File: config.mk
export PLATFORM = sky130hd
export DESIGN_NAME = tmdsb_ctrl
export DESIGN_NICKNAME = d
export VERILOG_FILES = /design/src/hdl/tmdsb_pkg.sv /design/src/hdl/tmdsb_ctrl.sv
export SDC_FILE = /design/constraint.sdc
export NUM_CORES = 1
export LEC_CHECK = 0
export ABC_CLOCK_PERIOD_IN_PS = 2400
export BUFFER_PORTS_ARGS = -buffer_cell sky130_fd_sc_hd__buf_2
export CORE_ASPECT_RATIO = 1.75
export CORE_MARGIN = 2
export CORE_UTILIZATION = 55
export CTS_BUF_LIST = sky130_fd_sc_hd__clkbuf_8
export DETAILED_ROUTE_END_ITERATION = 6
export PLACE_DENSITY_LB_ADDON = 0.3
export RECOVER_POWER = 25
export SLEW_MARGIN = 20
export SYNTH_ARGS = -nofsm -noshare
export SYNTH_HDL_FRONTEND = slang
export SYNTH_SLANG_ARGS = --single-unit
File: constraint.sdc
create_clock -name i_clk -period 2.4 [get_ports i_clk]
set_input_delay 0.48 -clock i_clk [delete_from_list [all_inputs] [get_ports i_clk]]
set_output_delay 0.48 -clock i_clk [all_outputs]
set_load 0.01 [all_outputs]
File: src/hdl/tmdsb_pkg.sv
`timescale 1ns / 1ps

package tmdsb_pkg;

    // sample and frame geometry
    localparam int SAMPLE_W   = 16;
    localparam int FRAME_MAX  = 64;
    localparam int FRAME_AW   = 6;
    localparam int CNT_W      = 7;
    localparam int HIST_DEPTH = 16;
    localparam int HIST_AW    = 4;

    // lag search
    localparam int LAG_W    = 6;
    localparam int MAXLAG_W = 5;
    localparam int LAG_CAP  = 16;
    localparam int THR_W    = 16;
    localparam logic [THR_W-1:0] THR_RESET = 16'd9830;

    // correlation arithmetic widths
    localparam int PROD_W  = 32;
    localparam int SQ_W    = 31;
    localparam int ACC_W   = 36;
    localparam int XY_W    = 37;
    localparam int WIDE_W  = 72;
    localparam int ROOT_W  = 36;
    localparam int SREM_W  = 38;
    localparam int DREM_W  = 38;
    localparam int QUO_W   = 17;
    localparam int SCORE_W = 18;

    // iteration counts of the shared arithmetic
    localparam int STEP_W     = 6;
    localparam int MUL_STEPS  = 36;
    localparam int SQRT_STEPS = 36;
    localparam int DIV_STEPS  = 17;

    // configuration register indexes
    localparam int CFG_IDX_W  = 1;
    localparam int CFG_DATA_W = 16;
    typedef enum logic [CFG_IDX_W-1:0] {
        CFG_MAX_LAG   = 1'b0,
        CFG_THRESHOLD = 1'b1
    } t_cfg_idx;

    typedef enum logic [4:0] {
        S_COLLECT,
        S_LAG_INIT,
        S_MAC_RD,
        S_MAC_MUL,
        S_MAC_ACC,
        S_MUL_INIT,
        S_MUL,
        S_SQRT_INIT,
        S_SQRT,
        S_DIV_INIT,
        S_DIV,
        S_SCORE,
        S_PICK,
        S_OUT,
        S_OUT_LD,
        S_HIST_RD,
        S_HIST_SH
    } t_state;

    typedef enum logic [1:0] {
        LAG_SEARCH,
        LAG_STEER,
        LAG_ZERO
    } t_lag_mode;

    typedef struct packed {
        logic                    wr_frame;
        logic                    rd_issue;
        t_lag_mode               lag_mode;
        logic signed [LAG_W-1:0] lag;
        logic [CNT_W-1:0]        idx;
        logic                    mac_clear;
        logic                    mac_mul;
        logic                    mac_acc;
        logic                    mul_init;
        logic                    mul_step;
        logic                    sqrt_init;
        logic                    sqrt_step;
        logic                    div_init;
        logic                    div_step;
        logic                    score_upd;
        logic                    first;
        logic                    pick;
        logic                    out_load;
        logic                    out_last;
        logic                    hist_shift;
    } t_cmd;

    typedef struct packed {
        logic                out_busy;
        logic [MAXLAG_W-1:0] eff_lag;
    } t_status;

endpackage

File: src/hdl/tmdsb_ctrl.sv
`timescale 1ns / 1ps

module tmdsb_ctrl import tmdsb_pkg::*; (
    input  logic    i_clk,
    input  logic    i_rst_n,
    input  logic    i_valid,
    input  logic    i_frame_last,
    input  logic    i_track,
    input  t_status i_status,
    output logic    o_ready,
    output t_cmd    o_cmd
);

    t_state                  r_state, n_state;
    logic [FRAME_AW-1:0]     r_fill, n_fill;
    logic [CNT_W-1:0]        r_n, n_n;
    logic [CNT_W-1:0]        r_idx, n_idx;
    logic signed [LAG_W-1:0] r_lag, n_lag;
    logic [STEP_W-1:0]       r_step, n_step;
    logic [1:0]              r_cnt, n_cnt;
    logic                    r_first, n_first;
    logic signed [LAG_W-1:0] w_lim;

    assign w_lim = $signed({1'b0, i_status.eff_lag});

    // state and counters
    always_ff @(posedge i_clk) begin
        if (!i_rst_n) begin
            r_state <= S_COLLECT;
            r_fill  <= '0;
            r_n     <= '0;
            r_idx   <= '0;
            r_lag   <= '0;
            r_step  <= '0;
            r_cnt   <= '0;
            r_first <= 1'b0;
        end else begin
            r_state <= n_state;
            r_fill  <= n_fill;
            r_n     <= n_n;
            r_idx   <= n_idx;
            r_lag   <= n_lag;
            r_step  <= n_step;
            r_cnt   <= n_cnt;
            r_first <= n_first;
        end
    end

    // next state and commands
    always_comb begin
        n_state        = r_state;
        n_fill         = r_fill;
        n_n            = r_n;
        n_idx          = r_idx;
        n_lag          = r_lag;
        n_step         = r_step;
        n_cnt          = r_cnt;
        n_first        = r_first;
        o_ready        = 1'b0;
        o_cmd          = '0;
        o_cmd.lag_mode = LAG_SEARCH;
        o_cmd.lag      = r_lag;
        o_cmd.idx      = r_idx;
        case (r_state)
            S_COLLECT: begin
                o_ready   = 1'b1;
                o_cmd.idx = {1'b0, r_fill};
                if (i_valid) begin
                    o_cmd.wr_frame = 1'b1;
                    if (i_frame_last || r_fill == FRAME_AW'(FRAME_MAX - 1)) begin
                        n_n     = {1'b0, r_fill} + CNT_W'(1);
                        n_fill  = '0;
                        n_idx   = '0;
                        n_state = S_OUT;
                        if (i_track) begin
                            n_cnt = r_cnt + 2'd1;
                            if (r_cnt == 2'd3) begin
                                if (i_status.eff_lag == '0) begin
                                    n_state = S_PICK;
                                end else begin
                                    n_lag   = -w_lim;
                                    n_first = 1'b1;
                                    n_state = S_LAG_INIT;
                                end
                            end
                        end
                    end else begin
                        n_fill = r_fill + FRAME_AW'(1);
                    end
                end
            end
            S_LAG_INIT: begin
                o_cmd.mac_clear = 1'b1;
                n_idx           = '0;
                n_state         = S_MAC_RD;
            end
            S_MAC_RD: begin
                o_cmd.rd_issue = 1'b1;
                n_state        = S_MAC_MUL;
            end
            S_MAC_MUL: begin
                o_cmd.mac_mul = 1'b1;
                n_state       = S_MAC_ACC;
            end
            S_MAC_ACC: begin
                o_cmd.mac_acc = 1'b1;
                if (r_idx + CNT_W'(2) >= r_n) begin
                    n_state = S_MUL_INIT;
                end else begin
                    n_idx   = r_idx + CNT_W'(2);
                    n_state = S_MAC_RD;
                end
            end
            S_MUL_INIT: begin
                o_cmd.mul_init = 1'b1;
                n_step         = '0;
                n_state        = S_MUL;
            end
            S_MUL: begin
                o_cmd.mul_step = 1'b1;
                n_step         = r_step + STEP_W'(1);
                if (r_step == STEP_W'(MUL_STEPS - 1)) begin
                    n_state = S_SQRT_INIT;
                end
            end
            S_SQRT_INIT: begin
                o_cmd.sqrt_init = 1'b1;
                n_step          = '0;
                n_state         = S_SQRT;
            end
            S_SQRT: begin
                o_cmd.sqrt_step = 1'b1;
                n_step          = r_step + STEP_W'(1);
                if (r_step == STEP_W'(SQRT_STEPS - 1)) begin
                    n_state = S_DIV_INIT;
                end
            end
            S_DIV_INIT: begin
                o_cmd.div_init = 1'b1;
                n_step         = '0;
                n_state        = S_DIV;
            end
            S_DIV: begin
                o_cmd.div_step = 1'b1;
                n_step         = r_step + STEP_W'(1);
                if (r_step == STEP_W'(DIV_STEPS - 1)) begin
                    n_state = S_SCORE;
                end
            end
            S_SCORE: begin
                o_cmd.score_upd = 1'b1;
                o_cmd.first     = r_first;
                n_first         = 1'b0;
                if (r_lag == w_lim) begin
                    n_state = S_PICK;
                end else begin
                    n_lag   = r_lag + LAG_W'(1);
                    n_state = S_LAG_INIT;
                end
            end
            S_PICK: begin
                o_cmd.pick = 1'b1;
                n_idx      = '0;
                n_state    = S_OUT;
            end
            S_OUT: begin
                o_cmd.lag_mode = LAG_STEER;
                if (!i_status.out_busy) begin
                    o_cmd.rd_issue = 1'b1;
                    n_state        = S_OUT_LD;
                end
            end
            S_OUT_LD: begin
                o_cmd.lag_mode = LAG_STEER;
                o_cmd.out_load = 1'b1;
                o_cmd.out_last = (r_idx == r_n - CNT_W'(1));
                if (r_idx == r_n - CNT_W'(1)) begin
                    n_idx   = (r_n > CNT_W'(HIST_DEPTH)) ? r_n - CNT_W'(HIST_DEPTH) : '0;
                    n_state = S_HIST_RD;
                end else begin
                    n_idx   = r_idx + CNT_W'(1);
                    n_state = S_OUT;
                end
            end
            S_HIST_RD: begin
                o_cmd.lag_mode = LAG_ZERO;
                o_cmd.rd_issue = 1'b1;
                n_state        = S_HIST_SH;
            end
            S_HIST_SH: begin
                o_cmd.hist_shift = 1'b1;
                if (r_idx + CNT_W'(1) == r_n) begin
                    n_state = S_COLLECT;
                end else begin
                    n_idx   = r_idx + CNT_W'(1);
                    n_state = S_HIST_RD;
                end
            end
            default: begin
                n_state = S_COLLECT;
            end
        endcase
    end

endmodule

After elaboration in Yosys (flattened, before gate mapping)
Index checks and enable logic that the tools add are counted.

operators by class
  eq/ne operators = 35
  multiplexer cells = 56
  magnitude comparators = 2
  reduce and logical (&&, ||, !) cells = 18
  add/sub/neg operators = 10

operators with widths
  cell                                                           number
  one-hot mux 5 bit (17 select lines)                            1
  2-to-1 mux 7 bit                                               7
  2-to-1 mux 6 bit                                               7
  equality test 5 x 4 -> 1 bit, second input constant            8
  one-hot mux 7 bit (5 select lines)                             1
  2-to-1 mux 5 bit                                               6
  != test 2 bit, second input constant                           12
  one-hot mux 6 bit (2 select lines)                             2
  equality test 5 x 3 -> 1 bit, second input constant            4
  2-to-1 mux 1 bit                                               20
  2-to-1 mux 4 bit                                               5
  equality test 7 bit                                            2
  adder 6 x 1 -> 6 bit, second input constant                    2
  equality test 6 bit, second input constant                     2
  AND reduction 6 bit                                            2
  equality test 5 x 2 -> 1 bit, second input constant            2
  logical NOT 5 bit                                              2
  adder 6 x 1 -> 7 bit, second input constant                    1
  adder 7 x 1 -> 7 bit, second input constant                    1
  adder 7 x 2 -> 7 bit, second input constant                    1
  >= comparator 7 bit                                            1
  greater-than comparator 7 x 5 -> 1 bit, second input constant  1
  AND reduction 7 bit                                            1
  subtractor 7 x 1 -> 7 bit, second input constant               1
  22 further kinds                                               29

word-level totals
  flip-flop bits (word level) = 40
  input bits = 11
  word-level logic and storage cells = 129

Longest topological paths before layout
Gate-level depths: netlist of run 1.

  depth after elaboration = 7
  depth in mapped cells = 12
  gate-level depth less buffers = 10

Worst setup path before layout of run 1
Ideal clock, no wire load.

  path type = reg2reg
  start point = register r_idx[1]
  end point = register r_state[2]
  slack = 0 ps
  stages on the path, launching flop included = 12
  data arrival time = 2268 ps
  buffers on the path = 1
  required time = 2268 ps
  cell sequence = dfxtp_1 -> ha_1 -> clkbuf_1 -> and3_1 -> xor2_1 -> ha_1 -> nand3_1 -> o211ai_1 -> o211ai_4 -> or3b_1 -> o21ai_0 -> a21oi_1

between the ends
  longest elaborated chain between the ends = 4
  elaborated cells between the ends (all ways) = 7

RTL lines
  what                                                          line                                  text
  from (decl)                                                   tmdsb_ctrl.sv:17                      logic [CNT_W-1:0] r_idx, n_idx;
  from (signal assigned)                                        tmdsb_ctrl.sv:41                      r_idx <= n_idx;
  adder 7 x 2 -> 7 bit or adder 7 x 1 -> 7 bit (tied branches)  tmdsb_ctrl.sv:107, tmdsb_ctrl.sv:192
  >= comparator 7 bit or equality test 7 bit (tied branches)    tmdsb_ctrl.sv:107, tmdsb_ctrl.sv:192
  2-to-1 mux 3 bit or 2-to-1 mux 4 bit (tied branches)          tmdsb_ctrl.sv:107, tmdsb_ctrl.sv:192
  one-hot mux 5 bit (17 select lines) *                         tmdsb_ctrl.sv:64                      case (r_state)
  to (signal assigned)                                          tmdsb_ctrl.sv:38                      r_state <= n_state;
  to (decl)                                                     tmdsb_ctrl.sv:14                      t_state r_state, n_state;

Mark *: on every way between the ends. The rest lies on a longest branch, timed or not.
A chain may end at the register's enable or synchronous reset.

==> results of run 1 <==
[repair_timing]
| action | CTS | global route |
|---|---|---|
| setup endpoints to repair | 3 | 11 |
| hold buffers | 0 | 0 |
| resized for setup | 6 | 23 |
| pin swaps | 2 | 6 |
| buffers inserted | 2 | 2 |
| gates cloned | 0 | 0 |
[synth_stat cells, types with 7 or more instances]
master and number:
dfxtp_1 40, nand2_1 50, inv_1 22, a21oi_1 31
xnor2_1 12, a31oi_1 9, xor2_1 14, and2_1 7
buf_2 11, nor2b_1 11, nor3_1 16, ha_1 20
and3_1 9, nor2_1 43, a211oi_1 8, o21ai_0 26
clkbuf_1 8, nand3_1 17
[metrics by stage]
step,hold slack (ns),TNS [ns],setup slack [ns],util [%]
6_report,0.474,-0.0276,-0.0276,67.0
3_3_place_gp,0.448,0,0.0913,62.7
5_1_grt,0.508,-0.254,-0.0835,67.0
4_1_cts,0.472,-0.0110,-0.0110,65.2
2_1_floorplan,0.440,0,0.0455,-
3_5_place_dp,0.460,-0.0263,-0.0263,62.7
[state kept, by name (all words and copies together), names as in the netlist]
signal / count
r_first: 1
r_step: 6
r_cnt: 2
r_state: 5
r_fill: 6
r_n: 7
r_idx: 7
r_lag: 6
[per-layer routing]
layer	GRT usage, %	up-vias
li1	-	1793
met1	29.7	1782
met2	55.3	147
met5	0	-
met4	25.2	0
met3	3.99	60
[final cells by class]
class	count	area, µm²	share of cell area, %
flip-flops and latches	40	816	19.7
clock buffers	7	96.3	2.33
inverters	26	105	2.54
well taps	80	100	2.42
multi-input cells	375	2550	61.7
repair buffers	73	440	10.6
clock inverters	1	30.0	0.725
[final timing paths]
check	startpoint	to	depth (start not counted)
worst max-delay path	r_n[4]	o_cmd[1]	7
worst min-delay path	r_cnt[1]	r_cnt[1]	2
worst min register to register	r_cnt[1]	r_cnt[1]	2
worst max register to register	r_n[4]	r_idx[4]	10
[cell families after synthesis]
logic type | after synthesis | share of synthesized area [%]
fa+ha+maj | 20 | 7.17
xor+xnor | 27 | 6.99
compound gates | 126 | 25.5
mux | 2 | 0.573
simple gates | 200 | 30.3
flops | 40 | 22.9
buf+inv | 50 | 6.56
[power by group through the flow]
stage	Sequential [mW]	Clock [mW]	Combinational [mW]
2_1_floorplan	0.848	0	1.13
3_3_place_gp	0.909	0	1.46
3_5_place_dp	0.911	0	1.51
4_1_cts	0.902	0.616	1.53
5_1_grt	0.927	0.640	1.80
6_report	0.911	0.609	1.65
[worst max-delay path: stages, from the launching register on]
cell and delay, ns:
dfxtp_1 0.34, inv_1 0.14, ha_4 0.22, nor2b_1 0.15, a311oi_2 0.29, o22ai_2 0.14
nor3_4 0.21, buf_2 0.16
==> results.json, run 1 <==
{
  "swShare_pct": 43.2,
  "row_count": 38,
  "dr.pass1.iters": 5,
  "worstPathArrival_ns": 1.95,
  "drt-met1-wl_mm": 3.67,
  "clk_latency_ns": 0.30,
  "async_flop_share_pct": 0,
  "layout.cells.non_filler": 602,
  "nFillCells": 534,
  "vias_per_cell": 6.28,
  "gp_congestion": 0.986,
  "synthTopCellsByArea": "dfxtp_1, ha_1, nand2_1",
  "avgRoutedWirePerCell_um": 17.3,
  "antenna_found_initial": 0,
  "synthesis.area_mm2": 0.00349,
  "p_switching_mw": 1.37,
  "final_cell_mix": "nand2_1, buf_2, nor2_1",
  "ys.flop_type": "dfxtp_1",
  "grt_max_degree": 30,
  "vdd_drop_max_uv": 603,
  "grtUsageTotal_pct": 30.2,
  "clk_path_buf_depth": 2,
  "io_pins": 44,
  "maxCapViolCount": 0,
  "ys_seq_area_share_pct": 22.9,
  "wl_met2_mm": 5.58,
  "grt_overflow_total": 0,
  "port_buffers": 43,
  "dp_cells": 590,
  "grt_pass1_wl_mm": 16.9,
  "fin_area_mm2": 0.00414,
  "path_class": "flop to primary output",
  "cellLeakagePower_nw": 1.78,
  "finalSetupViolations": 1,
  "area_growth_pct": 18.6,
  "rsz0062_at_grt": "true",
  "cp-start-kind": "flop",
  "postSynthAreaPerCell_um2": 7.51,
  "hpwl_mm": 7.91,
  "die_h_um": 109,
  "pwr-share-seq_pct": 28.7,
  "path_max_fanout": 5,
  "hold_viol_final": 0,
  "start_util_pct": 56.5,
  "finalCritPeriodShare_pct": 101,
  "critPathRequiredTime_ns": 1.92,
  "cts_buffers": 5,
  "violations": "setup timing",
  "ys_warn_count": 0,
  "holdCritPathClass": "flop to flop",
  "cts.sinks": 40,
  "fin_skew_ns": 0.00761,
  "clkSlewWorstSetupHoldPaths_ns": 0.08,
  "fp.dieArea_mm2": 0.00703,
  "fmax_ghz": 0.412,
  "endpoint_kind": "primary output",
  "chipWidth_um": 64.2,
  "outcome": "finished, violations left",
  "cts_root_buffer": "clkbuf_8",
  "synth_cells": 465,
  "rrSetupSlack_ns": 0.04,
  "final_nets": 552,
  "antennaDiodeCount": 0,
  "top_layer_used": "met4",
  "power_frac_comb_pct": 52.1,
  "finalWorstSetupSlack_ns": -0.0276,
  "yosys.area.top_type": "dfxtp_1",
  "core_mm2": 0.00618,
  "syn_nets": 496,
  "drive_gt1_share_pct": 25.5,
  "yosysUniqueCellTypes": 81,
  "netlist.area_leader.share_pct": 22.9,
  "post-route-min-period_ns": 2.43,
  "ys_seq_elements": 40,
  "ant_nets": 0,
  "wl_met3_um": 491,
  "drc": 0,
  "placed_area_mm2": 0.00388,
  "p_int_mw": 1.80,
  "synth-edff-count": 0,
  "final_common_cell": "nand2_1",
  "htree_levels": 2,
  "power_frac_clock_pct": 19.2,
  "wl_mm": 10.4,
  "grt_pass1_vias": 3740,
  "power_per_cell_area_mw_per_mm2": 766,
  "drt_iter0_drc": 336,
  "total_power_mw": 3.17,
  "vias": 3782,
  "cts_tree": "done",
  "slew_headroom_pct": 67.0,
  "tightest_slew_ns": 0.494,
  "finalMaxSlewViolations": 0
}
(Power assumes the default switching activity.)
==> run 2: changes to the inputs <==
Settings changed: CAP_MARGIN set to 20, CELL_PAD_IN_SITES_DETAIL_PLACEMENT set to 0, CELL_PAD_IN_SITES_GLOBAL_PLACEMENT set to 1, CORE_UTILIZATION 55 to 40.
==> run 2 against run 1 <==
The run now ends clean. Flip-flop and latch count unchanged. Clock skew increased by 0.0038 ns. Non-clock buffer count increased by 20. Power increased by 2.2%. Sequential power decreased by 2.3%. Sequential share of layout area decreased by 0.86 points. Maximum frequency increased by 6.2%. Global-route usage decreased by 6.6 points. Clock power about the same. Highest routed layer unchanged. First-iteration DRC count decreased by 52%. Worst hold slack got worse by 0.0030 ns.
==> results.json, run 2 (synthesis gave the netlist of run 1 again) <==
{
  "final_nets": 572,
  "final_cell_mix": "nand2_1, buf_4, nor2_1",
  "drive_gt1_share_pct": 27.3,
  "cts.sinks": 40,
  "vias": 3706,
  "area_growth_pct": 24.2,
  "final_common_cell": "nand2_1",
  "ctsHoldBuffers": 0,
  "ant_nets": 0,
  "io_pins": 44,
  "holdCritPathClass": "input pin to flop",
  "path_max_fanout": 7,
  "use_met1_pct": 24.1,
  "vdd_drop_max_uv": 452,
  "outcome": "finished clean",
  "grt_util_met3_pct": 3.00,
  "cts_tree": "done",
  "drc": 0,
  "grt_pass1_vias": 3594,
  "maxCapViolCount": 0,
  "critPathRequiredTime_ns": 2.58,
  "finalSetupViolations": 0,
  "start_util_pct": 40.8,
  "cp-start-kind": "flop",
  "hold_viol_final": 0,
  "row_count": 45,
  "post-route-min-period_ns": 2.29,
  "path_class": "flop to flop",
  "fp.dieArea_mm2": 0.00952,
  "endpoint_kind": "flop",
  "fmax_ghz": 0.438,
  "top_usage_layer": "met2",
  "drt_iter0_drc": 160,
  "core_mm2": 0.00856,
  "tightest_slew_ns": 0.470,
  "die_h_um": 128,
  "vias_per_cell": 5.62,
  "fin_skew_ns": 0.0114,
  "hpwl_mm": 8.68,
  "dp_cells": 644,
  "grt_use_met2_pct": 43.1,
  "nFillCells": 890,
  "chipWidth_um": 74.6,
  "grt_overflow_total": 0,
  "cts_root_buffer": "clkbuf_8",
  "total_power_mw": 3.24,
  "wl_mm": 10.9,
  "power_per_cell_area_mw_per_mm2": 748,
  "port_buffers": 43,
  "antenna_found_initial": 0,
  "clkSlewWorstSetupHoldPaths_ns": 0.09,
  "clk_latency_ns": 0.31,
  "htree_levels": 2,
  "finalMaxSlewViolations": 0,
  "cellLeakagePower_nw": 1.85,
  "grtUsageTotal_pct": 23.6,
  "cts_buffers": 5,
  "reg_top3": "r_idx (7), r_n (7)",
  "layout.cells.non_filler": 659,
  "grt_max_degree": 23,
  "dr.pass1.iters": 5,
  "clk_path_buf_depth": 2,
  "gp_congestion": 0.896,
  "antennaDiodeCount": 0,
  "slew_headroom_pct": 68.4,
  "finalCritPeriodShare_pct": 95.2,
  "grt_pass1_wl_mm": 17.3,
  "worstPathArrival_ns": 2.47,
  "avgRoutedWirePerCell_um": 16.5
}
-- run 2: cell count changes in the layout (fill, tap and decap cells not counted), moves of 2 or more --
cell / before / now
clkbuf_1: 0 / 7
nand3_1: 16 / 14
xnor2_1: 12 / 10
buf_4: 30 / 49
nor4_2: 0 / 2
nand3_2: 1 / 3
xnor2_2: 1 / 3
buf_2: 43 / 37
nor4_1: 4 / 2
dfxtp_2: 9 / 7
-- run 2: layer usage --
metal	vias up	wire length [µm]
li1	1830	-
met1	1738	4000
met2	97	5870
met3	41	314
met4	0	675
met5	-	0
-- run 2: worst max-delay path: stages, from the launching register on --
cell and delay, ns:
dfxtp_4 0.38, ha_4 0.16, and3_4 0.16, xor2_2 0.14
ha_1 0.34, nand3_2 0.10, o211ai_1 0.29, o211ai_4 0.17
and3_4 0.25, o211ai_2 0.07, o311ai_1 0.11
-- run 2: final timing paths --
| path | startpoint | end | slack (ns) | cells past startpoint |
|---|---|---|---|---|
| worst max register to register | r_idx[1] | r_idx[5] | 0.11 | 10 |
| worst max-delay path | r_idx[1] | r_idx[5] | 0.11 | 10 |
| worst min-delay path | i_track | r_cnt[1] | 0.47 | 3 |
| worst min register to register | r_cnt[1] | r_cnt[1] | 0.48 | 2 |
-- run 2: power by group --
group	switching [mW]	leakage, nW	internal [mW]	total, mW
sequential	0.143	0.329	0.747	0.890
clock	0.270	0.0614	0.341	0.610
combinational	1.01	1.46	0.733	1.74
total	1.42	1.85	1.82	3.24
-- run 2: layout make-up --
type	instances	area [µm²]	share of cell area (%)
Tap cell	117	146	3.38
Inverter	26	105	2.42
Multi-Input combinational cell	375	2570	59.2
Clock buffer	6	82.6	1.90
Clock inverter	2	38.8	0.895
Sequential cell	40	817	18.8
Timing Repair Buffer	93	579	13.4
-- run 2: per-stage QoR --
stage	TNS [ns]	area (µm²)	setup slack, ns	utilization (%)	hold WS [ns]
floorplan	0	3490	0.0455	-	0.440
global placement	0	4050	0.0280	47.3	0.446
detailed placement	0	4050	0.000839	47.3	0.471
CTS	0	4200	0.00217	49.1	0.467
global route	-0.0967	4340	-0.0239	50.7	0.466
finish	0	4340	0.115	50.7	0.471
-- run 2: timing repair --
action | 4_1_cts | 5_1_grt
gates resized for setup | 3 | 29
setup buffers | 2 | 5
pin swaps | 4 | 9
endpoints found under the setup margin | 3 | 14
==> run 3: changes to the inputs <==
Settings changed: CORE_UTILIZATION 40 to 39, CTS_BUF_LIST sky130_fd_sc_hd__clkbuf_8 to unset.
==> run 3 against run 2 <==
Power increased by 5.2%. Combinational power is essentially flat. First-iteration DRC count up 31%. Worst hold slack improved by 0.0019 ns. Critical path type unchanged. Largest power group unchanged.
==> results.json, run 3 (synthesis gave the netlist of run 1 again) <==
{
  "final_nets": 565,
  "final_cell_mix": "nand2_1, nor2_1, buf_4",
  "fin_skew_ns": 0.00838,
  "grt_overflow_total": 0,
  "drt-met1-wl_mm": 4.17,
  "vias": 3731,
  "setup_tns_ns": 0,
  "port_buffers": 43,
  "fmax_ghz": 0.425,
  "vias_per_cell": 5.72,
  "drt_iter0_drc": 209,
  "placed_area_mm2": 0.00402,
  "grt_pass1_vias": 3675,
  "finish.utilization_pct": 50.2,
  "path_max_fanout": 6,
  "antennaDiodeCount": 0,
  "htree_levels": 2,
  "ant_nets": 0,
  "gp_congestion": 0.943,
  "die_h_um": 129,
  "clkSlewWorstSetupHoldPaths_ns": 0.06,
  "hold_viol_final": 0,
  "endpoint_kind": "flop",
  "chipWidth_um": 75.5,
  "tightest_slew_ns": 0.548,
  "clk_path_buf_depth": 2,
  "wl_mm": 11.1,
  "vdd_drop_max_uv": 479,
  "post-route-min-period_ns": 2.36,
  "cp-start-kind": "flop",
  "outcome": "finished clean",
  "final_common_cell": "nand2_1",
  "critPathRequiredTime_ns": 2.57,
  "wl_met2_mm": 5.90,
  "top_layer_used": "met4",
  "start_util_pct": 40.3,
  "grt_pass1_wl_mm": 17.6,
  "holdCritPathClass": "flop to flop",
  "row_count": 45,
  "path_buf_inv": 0,
  "grt_max_degree": 23,
  "wl_met3_um": 395,
  "reg_top3": "r_idx (7), r_n (7)",
  "dr.pass1.iters": 4,
  "finalCritPeriodShare_pct": 98.2,
  "max_stage_delay_ns": 0.42,
  "finalSetupViolations": 0,
  "clk_latency_ns": 0.29,
  "antenna_found_initial": 0,
  "grtUsageTotal_pct": 23.6,
  "fin_area_mm2": 0.00435,
  "slew_headroom_pct": 62.5,
  "cts_buffers": 5,
  "hold-worst-slack_ns": 0.473,
  "ctsHoldBuffers": 0,
  "power_per_cell_area_mw_per_mm2": 783,
  "cts.sinks": 40,
  "cts_root_buffer": "clkbuf_16",
  "worstPathArrival_ns": 2.53,
  "cts_tree": "done",
  "avgRoutedWirePerCell_um": 17.0,
  "io_pins": 44,
  "core_mm2": 0.00867,
  "fp.dieArea_mm2": 0.00975,
  "hpwl_mm": 8.60,
  "slowest_stage": "or3b_4",
  "cpLargestDelayFamily": "simple AND/OR/NAND/NOR gates",
  "drc": 0,
  "drive_gt1_share_pct": 26.4,
  "maxCapViolCount": 0,
  "cellLeakagePower_nw": 1.85,
  "finalMaxSlewViolations": 0,
  "area_growth_pct": 24.7,
  "path_class": "flop to flop",
  "cp_cell_sequence": "nand3_2 -> nor2_1 -> xor2_1 -> ha_1 -> o211ai_4 -> or3b_4 -> o21ai_2 -> a21oi_1"
}
run 3: changes by cell type in the layout (fill, tap and decap cells not counted), moves of 2 or more:
cell / delta
buf_4: -8
clkbuf_1: +2
clkbuf_16: +5
clkbuf_8: -6
nor4_2: -2
nor4_4: +2
run 3: power by group:
group / leakage, nW / switching (mW) / internal (mW)
sequential: 0.329 / 0.145 / 0.749
combinational: 1.44 / 1.02 / 0.728
clock: 0.0808 / 0.275 / 0.489
run 3: metrics by stage:
stage | setup slack, ns | power (mW) | cells
floorplan | 0.0455 | 1.98 | 465
global route | -0.0307 | 3.63 | 652
global placement | 0.0418 | 2.49 | 640
detailed placement | -0.00843 | 2.51 | 640
CTS | -0.00148 | 3.30 | 650
finish | 0.0443 | 3.41 | 652
run 3: path summary, 6_finish.rpt:
path | startpoint | end | slack (ns) | cells after the start
min reg2reg | r_cnt[1] | r_cnt[1] | 0.47 | 2
min | r_cnt[1] | r_cnt[1] | 0.47 | 2
max | r_idx[3] | r_state[2] | 0.04 | 8
max reg2reg | r_idx[3] | r_state[2] | 0.04 | 8
run 3: cell type report:
type                    count  area, µm²
multi-input cells         375       2600
clock inverters             2       35.0
inverters                  26        105
fillers                   927       4320
clock buffers               6        129
well taps                 117        146
flip-flops and latches     40        817
repair buffers             86        523
run 3: layer usage:
metal,track usage [%],up-vias
li1,-,1814
met1,24.4,1760
met2,42.3,113
met3,3.42,44
met4,15.1,0
met5,0,-
run 3: repair_timing:
action | in CTS | in global routing
cloned | 0 | 0
pin swaps | 4 | 10
buffers inserted | 2 | 2
setup endpoints to repair | 2 | 12
hold endpoints to repair | 0 | 0
gates resized for setup | 4 | 33
run 3: worst min-delay path, cell delays in order, from the launching register on:
cell	delay [ns]
dfxtp_1	0.31
nand2_1	0.06
a21oi_1	0.05
